$ cat src/hdl/xdp_pkg.sv
// ---------------------------------------------------------------------------
// xdp_pkg: shared types and constants of the duration text parser
// Character codes, parser state layout, result layout and the scaling
// of second fractions to milliseconds.
// ---------------------------------------------------------------------------
package xdp_pkg;

  localparam logic [7:0] CH_P     = 8'h50;
  localparam logic [7:0] CH_MINUS = 8'h2D;
  localparam logic [7:0] CH_DOT   = 8'h2E;
  localparam logic [7:0] CH_Y     = 8'h59;
  localparam logic [7:0] CH_M     = 8'h4D;
  localparam logic [7:0] CH_D     = 8'h44;
  localparam logic [7:0] CH_T     = 8'h54;
  localparam logic [7:0] CH_H     = 8'h48;
  localparam logic [7:0] CH_S     = 8'h53;
  localparam logic [7:0] CH_0     = 8'h30;
  localparam logic [7:0] CH_9     = 8'h39;

  // Decimal places kept for seconds, 0 to 3.
  localparam int FRACTION_DIGITS = 3;
  localparam logic [1:0] FRAC_LIMIT = 2'(FRACTION_DIGITS);

  localparam logic [30:0] INT_SAT = 31'h7FFF_FFFF;

  localparam int F_YEARS   = 0;
  localparam int F_MONTHS  = 1;
  localparam int F_DAYS    = 2;
  localparam int F_HOURS   = 3;
  localparam int F_MINUTES = 4;

  typedef enum logic [1:0] {
    PH_FIRST = 2'd0,
    PH_AFTER_MINUS = 2'd1,
    PH_BODY = 2'd2
  } phase_t;

  typedef enum logic [1:0] {
    ERR_NONE = 2'd0,
    ERR_PREFIX = 2'd1,
    ERR_DESIGNATOR = 2'd2,
    ERR_NO_DESIGNATOR = 2'd3
  } err_code_t;

  typedef struct packed {
    phase_t           phase;
    logic             negative;
    logic             time_part;
    logic [30:0]      int_acc;
    logic [9:0]       frac_acc;
    logic [1:0]       frac_digits;
    logic [1:0]       dot_count;
    logic             pending;
    err_code_t        err;
    logic [4:0][30:0] mag;
    logic [40:0]      sec_milli;
  } state_t;

  typedef struct packed {
    err_code_t        code;
    logic [4:0][31:0] unit;
    logic [41:0]      milli;
  } result_t;

  // Fraction digits gathered so far, scaled to thousandths.
  function automatic logic [40:0] frac_to_milli(input logic [9:0] frac,
                                                input logic [1:0] digits);
    logic [40:0] wide;
    wide = 41'(frac);
    case (digits)
      2'd1:    frac_to_milli = 41'(wide * 41'd100);
      2'd2:    frac_to_milli = 41'(wide * 41'd10);
      2'd3:    frac_to_milli = wide;
      default: frac_to_milli = '0;
    endcase
  endfunction

endpackage

$ cat src/hdl/xdp_step.sv
// ---------------------------------------------------------------------------
// xdp_step: one character step of the duration parser
// Computes the parser state after one character and, for the final
// character, the signed result fields and status code.
// ---------------------------------------------------------------------------
module xdp_step
  import xdp_pkg::*;
(
  input  logic [7:0] char_code,
  input  logic       last_char,
  input  state_t     cur,
  output state_t     nxt,
  output result_t    res
);

  state_t      upd;
  logic [34:0] int_wide;
  logic [3:0]  digit;
  logic        store_en;
  logic        clear_en;
  logic [40:0] sec_value;
  err_code_t   code;

  assign digit     = 4'(char_code - CH_0);
  assign int_wide  = {1'b0, cur.int_acc, 3'b000} + {3'b000, cur.int_acc, 1'b0}
                   + 35'(digit);
  assign sec_value = 41'(41'(cur.int_acc) * 41'd1000)
                   + frac_to_milli(cur.frac_acc, cur.frac_digits);

  always_comb begin
    upd      = cur;
    store_en = 1'b0;
    clear_en = 1'b0;
    if (cur.err == ERR_NONE) begin
      case (cur.phase)
        PH_FIRST: begin
          if (char_code == CH_P) begin
            upd.phase = PH_BODY;
          end else if (char_code == CH_MINUS) begin
            upd.negative = 1'b1;
            upd.phase    = PH_AFTER_MINUS;
          end else begin
            upd.err = ERR_PREFIX;
          end
        end
        PH_AFTER_MINUS: begin
          if (char_code == CH_P) begin
            upd.phase = PH_BODY;
          end else begin
            upd.err = ERR_PREFIX;
          end
        end
        PH_BODY: begin
          case (char_code) inside
            [CH_0:CH_9]: begin
              upd.pending = 1'b1;
              if (cur.dot_count == 2'd0) begin
                upd.int_acc = (int_wide > 35'(INT_SAT)) ? INT_SAT : int_wide[30:0];
              end else if (cur.dot_count == 2'd1 && cur.frac_digits < FRAC_LIMIT) begin
                upd.frac_acc    = 10'({cur.frac_acc, 3'b000} + {2'b00, cur.frac_acc, 1'b0}
                                      + 13'(digit));
                upd.frac_digits = cur.frac_digits + 2'd1;
              end
            end
            CH_DOT: begin
              upd.pending = 1'b1;
              if (cur.dot_count < 2'd2) begin
                upd.dot_count = cur.dot_count + 2'd1;
              end
            end
            CH_Y: begin
              upd.mag[F_YEARS] = cur.int_acc;
              clear_en = 1'b1;
            end
            CH_M: begin
              if (cur.time_part) begin
                upd.mag[F_MINUTES] = cur.int_acc;
              end else begin
                upd.mag[F_MONTHS] = cur.int_acc;
              end
              clear_en = 1'b1;
            end
            CH_D: begin
              upd.mag[F_DAYS] = cur.int_acc;
              clear_en = 1'b1;
            end
            CH_H: begin
              upd.mag[F_HOURS] = cur.int_acc;
              clear_en = 1'b1;
            end
            CH_S: begin
              store_en = 1'b1;
              clear_en = 1'b1;
            end
            CH_T: begin
              upd.time_part = 1'b1;
              clear_en = 1'b1;
            end
            default: begin
              upd.err = ERR_DESIGNATOR;
            end
          endcase
        end
        default: begin
          upd.err = ERR_PREFIX;
        end
      endcase
    end
    if (store_en) begin
      upd.sec_milli = sec_value;
    end
    if (clear_en) begin
      upd.int_acc     = '0;
      upd.frac_acc    = '0;
      upd.frac_digits = '0;
      upd.dot_count   = '0;
      upd.pending     = 1'b0;
    end
  end

  always_comb begin
    code = upd.err;
    if (code == ERR_NONE && upd.phase != PH_BODY) begin
      code = ERR_PREFIX;
    end
    if (code == ERR_NONE && upd.pending) begin
      code = ERR_NO_DESIGNATOR;
    end
    res.code = code;
    for (int i = 0; i < 5; i++) begin
      if (code != ERR_NONE) begin
        res.unit[i] = '0;
      end else if (upd.negative) begin
        res.unit[i] = 32'd0 - {1'b0, upd.mag[i]};
      end else begin
        res.unit[i] = {1'b0, upd.mag[i]};
      end
    end
    if (code != ERR_NONE) begin
      res.milli = '0;
    end else if (upd.negative) begin
      res.milli = 42'd0 - {1'b0, upd.sec_milli};
    end else begin
      res.milli = {1'b0, upd.sec_milli};
    end
  end

  always_comb begin
    if (last_char) begin
      nxt = '0;
    end else begin
      nxt = upd;
    end
  end

endmodule

$ cat src/hdl/xsd_duration_parser_core.sv
// ---------------------------------------------------------------------------
// xsd_duration_parser_core: streaming xsd:duration text parser
// Takes one ASCII character per beat and emits the parsed duration fields
// with a status code in one result beat after the final character.
// ---------------------------------------------------------------------------
// The slave channel carries one character per beat in s_axis_tdata, with
// s_axis_tlast marking the final character of a text. Each character is
// registered, then combinational logic folds it into the parser state.
// On the final character one result beat is loaded into the output
// register and shown on the master channel; the parser state returns to
// its reset value so the next text can follow on the very next beat.
// Throughput is one character per cycle, bounded by the state update loop
// (multiply-by-ten accumulate and designator decode), except under the stall below.
// When the receiver stalls, characters that end no text keep flowing;
// a final character waits in the input register until the result
// register is free, and s_axis_tready drops behind it.
// A synchronous active-high reset empties both registers and clears
// all parser state, including the stored fields.
// ---------------------------------------------------------------------------
module xsd_duration_parser_core
  import xdp_pkg::*;
(
  input  logic         clk,
  input  logic         rst,
  input  logic         s_axis_tvalid,
  output logic         s_axis_tready,
  input  logic [7:0]   s_axis_tdata,  // [7:0] char_code
  input  logic         s_axis_tlast,  // last_char
  output logic         m_axis_tvalid,
  input  logic         m_axis_tready,
  output logic [207:0] m_axis_tdata   // years, months, days, hours, minutes,
                                      // seconds_milli, error_code, zero pad
);

  logic       in_valid;
  logic [7:0] in_char;
  logic       in_last;
  state_t     state;
  state_t     state_next;
  result_t    res;
  result_t    out_res;
  logic       out_free;
  logic       advance;
  logic       s_beat;

  assign out_free      = !m_axis_tvalid || m_axis_tready;
  assign advance       = in_valid && (!in_last || out_free);
  assign s_axis_tready = !in_valid || advance;
  assign s_beat        = s_axis_tvalid && s_axis_tready;

  xdp_step u_step (
    .char_code (in_char),
    .last_char (in_last),
    .cur       (state),
    .nxt       (state_next),
    .res       (res)
  );

  always_ff @(posedge clk) begin
    if (rst) begin
      in_valid      <= 1'b0;
      m_axis_tvalid <= 1'b0;
      state         <= '0;
    end else begin
      if (s_beat) begin
        in_valid <= 1'b1;
      end else if (advance) begin
        in_valid <= 1'b0;
      end
      if (advance) begin
        state <= state_next;
      end
      if (advance && in_last) begin
        m_axis_tvalid <= 1'b1;
      end else if (m_axis_tready) begin
        m_axis_tvalid <= 1'b0;
      end
    end
  end

  always_ff @(posedge clk) begin
    if (s_beat) begin
      in_char <= s_axis_tdata;
      in_last <= s_axis_tlast;
    end
    if (advance && in_last) begin
      out_res <= res;
    end
  end

  assign m_axis_tdata = {4'b0000, out_res.code, out_res.milli,
                         out_res.unit[F_MINUTES], out_res.unit[F_HOURS],
                         out_res.unit[F_DAYS], out_res.unit[F_MONTHS],
                         out_res.unit[F_YEARS]};

endmodule

$ cat config.mk
export PLATFORM = sky130hd
export DESIGN_NAME = xsd_duration_parser_core
export DESIGN_NICKNAME = d
export VERILOG_FILES = /design/src/hdl/xdp_pkg.sv /design/src/hdl/xdp_step.sv /design/src/hdl/xsd_duration_parser_core.sv
export SDC_FILE = /design/constraint.sdc
export NUM_CORES = 2
export LEC_CHECK = 0
export BUFFER_PORTS_ARGS = -buffer_cell sky130_fd_sc_hd__buf_2
export CAP_MARGIN = 25
export CORE_ASPECT_RATIO = 1.5
export CORE_MARGIN = 3
export CORE_UTILIZATION = 45
export DETAILED_ROUTE_END_ITERATION = 16
export PLACE_DENSITY = 0.72
export SLEW_MARGIN = 20
export SYNTH_ARGS = -nofsm -noshare
export SYNTH_HDL_FRONTEND = slang
export SYNTH_SLANG_ARGS = --single-unit
$ cat constraint.sdc
create_clock -name clk -period 12.56 [get_ports clk]
set_input_delay 1.884 -clock clk [delete_from_list [all_inputs] [get_ports clk]]
set_output_delay 1.884 -clock clk [all_outputs]
set_load 0.01 [all_outputs]
==> reports/summary.json <==
{
  "status": {
    "run_status": "finished, final reports clean"
  },
  "synthesis": {
    "synth_area_um2": 34590,
    "yosys-top-cells-area": "edfxtp_1, dfxtp_1, ha_1, fa_1, nor2_1",
    "netlist_instances": 3920,
    "synthDominantAreaCellType": "edfxtp_1",
    "seq_area_frac_synth": 0.3296,
    "synth_seq_cells": 463,
    "ys_dominant_reg_cell": "dfxtp_1",
    "count_of_distinct_cell_types_in_the_synthesized_netlist": 94,
    "mean_instance_size_in_the_synthesized_netlist_um2": 8.824,
    "library_cell_with_the_highest_instance_count_after_synthesis": "nor2_1",
    "synth_common_cells": "nor2_1, a21oi_1, dfxtp_1",
    "ys_async_sr_fraction": 0,
    "synth-edff-count": 213,
    "synthesis.yosys.warnings": 0,
    "synth_largest_type_area_fraction": 0.1849
  },
  "critical_path": {
    "reg2reg_setup_slack_ps": 3990,
    "worst_setup_path_end_kind": "flop",
    "crit_path_end": "m_axis_tdata[198]$_SDFFCE_PP0P_",
    "worst-endpoint-arrival_ps": 8910,
    "worstPathRequired_ps": 12910,
    "crit-reg2reg-launch": "state[214]$_SDFFE_PP0P_",
    "timing.critical_path.fanout_max": 16,
    "critical_path_class": "flop to flop",
    "cp-start-kind": "flop",
    "crit_path_max_incr_delay_ps": 850,
    "rr_endpoint": "m_axis_tdata[198]$_SDFFCE_PP0P_",
    "rr_worst_depth": 25,
    "setup.worst_path.start": "state[214]$_SDFFE_PP0P_",
    "crit_slowest_cell": "dfxtp_1",
    "path_common_cell": "fa_1"
  },
  "floorplanning": {
    "die_h_um": 345.6,
    "core.rowCount": 123,
    "i_o_pin_count": 223,
    "die_area_um2": 80300,
    "floorplan.core_area_um2": 75560,
    "initial_utilization": 0.4578,
    "floorplan.die.width_um": 232.4
  },
  "pwr": {
    "report.power.total_mw": 3.254,
    "portion_of_total_power_attributed_to_sequential_cells": 0.492,
    "vdd.ir_drop.worst_mv": 0.1003,
    "static-leakage-power_nw": 14.49,
    "power_density_nw_per_um2": 84.93,
    "total_switching_power_mw": 0.7476,
    "pwr-share-clk": 0.479,
    "p_sw_frac": 0.2297,
    "power_report.internal_total_mw": 2.507,
    "combPwrFrac": 0.029
  },
  "placed_design": {
    "preCtsSetupSlack_ps": 4094,
    "placedInstanceArea_um2": 36510,
    "place.port_buffers": 218,
    "gp_routability_congestion": 0.9815,
    "detailed_place_hpwl_mm": 82.92,
    "place.detailed.instances": 4954
  },
  "route": {
    "routed_via_density": 6.022,
    "drt_iter0_markers": 2989,
    "detailroute.via_count": 30410,
    "route.detailed.drc": 0,
    "wl_per_cell_um": 22.30,
    "ant_nets": 0,
    "dr.pass1.iters": 7,
    "postRouteWirelength_mm": 112.6
  },
  "cts": {
    "clock_tree.htree_level_count": 2,
    "root_buffer": "clkbuf_16",
    "ctsHoldBuffers": 0,
    "numClockSinks": 463,
    "cts_made_buffers": 48,
    "clk_transition_reported_paths_ps": 60,
    "max-clock-path-buffers": 3,
    "post_cts_buffers": 0,
    "clock_insertion_delay_worst_skew_ps": 620,
    "tritoncts_clock_tree": "done",
    "cts-resized-gates": 0
  },
  "layout": {
    "multi_input_comb_area_um2": 21400,
    "drive_above_1_share": 0.1070,
    "ff_latch_area_um2": 11400,
    "synthToLayoutAreaGrowth_pct": 10.78,
    "non_filler_instances": 5050,
    "finish.net_count": 4372,
    "stdcell_area_um2": 38320,
    "layout.filler_cells": 7007,
    "final_util": 0.5071
  },
  "grt": {
    "antenna_violations_before_repair": 2,
    "grt_start_max_net_pins": 99,
    "via_count_of_the_first_global_routing_pass": 28810,
    "gr-usage-all-layers": 0.2720,
    "overflow": 0,
    "grt_first_pass_wirelength_mm": 170.1
  },
  "sta": {
    "report.final.setup_viol": 0,
    "rsz0062_at_grt": "no",
    "post-route-worst-setup-slack_ps": 3992,
    "hold_violations": 0,
    "setup-tns-final_ps": 0,
    "fin_worst_hold_slack_ps": 488.2,
    "final-max-slew-violation-count": 0,
    "timing.final.crit_share": 0.6821,
    "max_slew.worst_pin.slew_ps": 1080,
    "maxSlewHeadroom": 0.2802,
    "post_route_skew_ps": 30.59,
    "final.min_clock_period_ps": 8568,
    "max_clock_freq_mhz": 116.7
  },
  "run": {
    "max_cap_viol_count": 0
  },
  "min_path": {
    "hold_path_class": "flop to flop"
  }
}
## logic make-up after synthesis
logic type,count (synthesis),synth area share
mux,169,0.04923
flops,463,0.3296
fa+ha+maj,350,0.1537
simple gates,1270,0.1711
compound gates,910,0.1722
buf+inv,486,0.05534
xor+xnor,271,0.06862
other cells,1,0.0001084
## cell usage in the layout (no fill, tap or decap), types with 10 or more instances in the layout
master and instances:
buf_4 63, mux2i_1 160, o21a_1 18, a21oi_1 263
o211ai_1 15, a21o_1 50, nor2_1 632, o21bai_1 19
and2_1 28, nor3_1 94, fa_1 125, nand2_1 186
o31ai_1 30, inv_1 236, nand4_1 40, ha_1 225
xor2_1 137, nor2b_1 25, dfxtp_1 250, nand3_1 71
nor4_1 25, a221o_1 29, or4_1 19, or3_1 31
edfxtp_1 213, a211oi_1 30, a31oi_1 48, o41ai_1 10
clkbuf_16 50, o21ai_0 142, and3_1 25, xnor2_1 134
a22oi_1 160, buf_2 217, nand2b_1 17
## power groups by stage
| stage | combinational [mW] | clock (mW) | sequential (mW) |
|---|---|---|---|
| floorplan | 0.0409 | 0 | 1.65 |
| global placement | 0.0910 | 0 | 1.63 |
| detailed placement | 0.0913 | 0 | 1.63 |
| CTS | 0.0914 | 1.58 | 1.60 |
| global route | 0.0998 | 1.64 | 1.60 |
| finish | 0.0938 | 1.56 | 1.60 |
## sequential cells by signal, summed over array words and instances (netlist names)
signal and flops:
state 248, m_axis_tvalid 1, in_char 8, m_axis_tdata 204
in_valid 1, in_last 1
## routing by layer
metal	routed length, um	track usage	vias to the layer above	part of all wire
met5	13	0	-	0.00012
met4	9007	0.1863	2	0.080
met3	7433	0.04054	378	0.066
met2	53940	0.4540	1361	0.48
met1	42230	0.3201	14570	0.37
li1	-	-	14100	-
## worst max-delay path, delay by kind of cell, from the launching register on
family,cells,cell delay (ps)
adders and majority gates,6,2890
and+or+nand+nor,8,2380
AOI/OAI and AO/OA,6,1400
DFF,1,850
muxes,2,420
buffers and inverters,2,200
xor gates and xnor gates,1,140
## cell type report
cell class                      instances  area share
Multi-Input combinational cell       2974      0.5585
Sequential cell                       463      0.2975
Timing Repair Buffer                  286     0.04376
Clock buffer                           53     0.03269
Tap cell                             1000     0.03265
Inverter                              236     0.02312
Clock inverter                         35     0.01153
Antenna cell                            3   0.0001959
## how the worst min path moves through the flow
stage,startpoint,to,slack (ps),cells after the start
3_5_place_dp,state[25]$_SDFFE_PP0P_,state[25]$_SDFFE_PP0P_,470,2
2_1_floorplan,state[70]$_SDFFE_PP0P_,state[70]$_SDFFE_PP0P_,450,2
5_1_grt,state[12]$_SDFFE_PP0P_,state[12]$_SDFFE_PP0P_,510,2
4_1_cts,state[133]$_SDFFE_PP0P_,state[133]$_SDFFE_PP0P_,490,2
3_3_place_gp,state[133]$_SDFFE_PP0P_,state[133]$_SDFFE_PP0P_,460,2
6_report,state[16]$_SDFFE_PP0P_,state[16]$_SDFFE_PP0P_,490,2
Power figures use the tool's default switching activity.
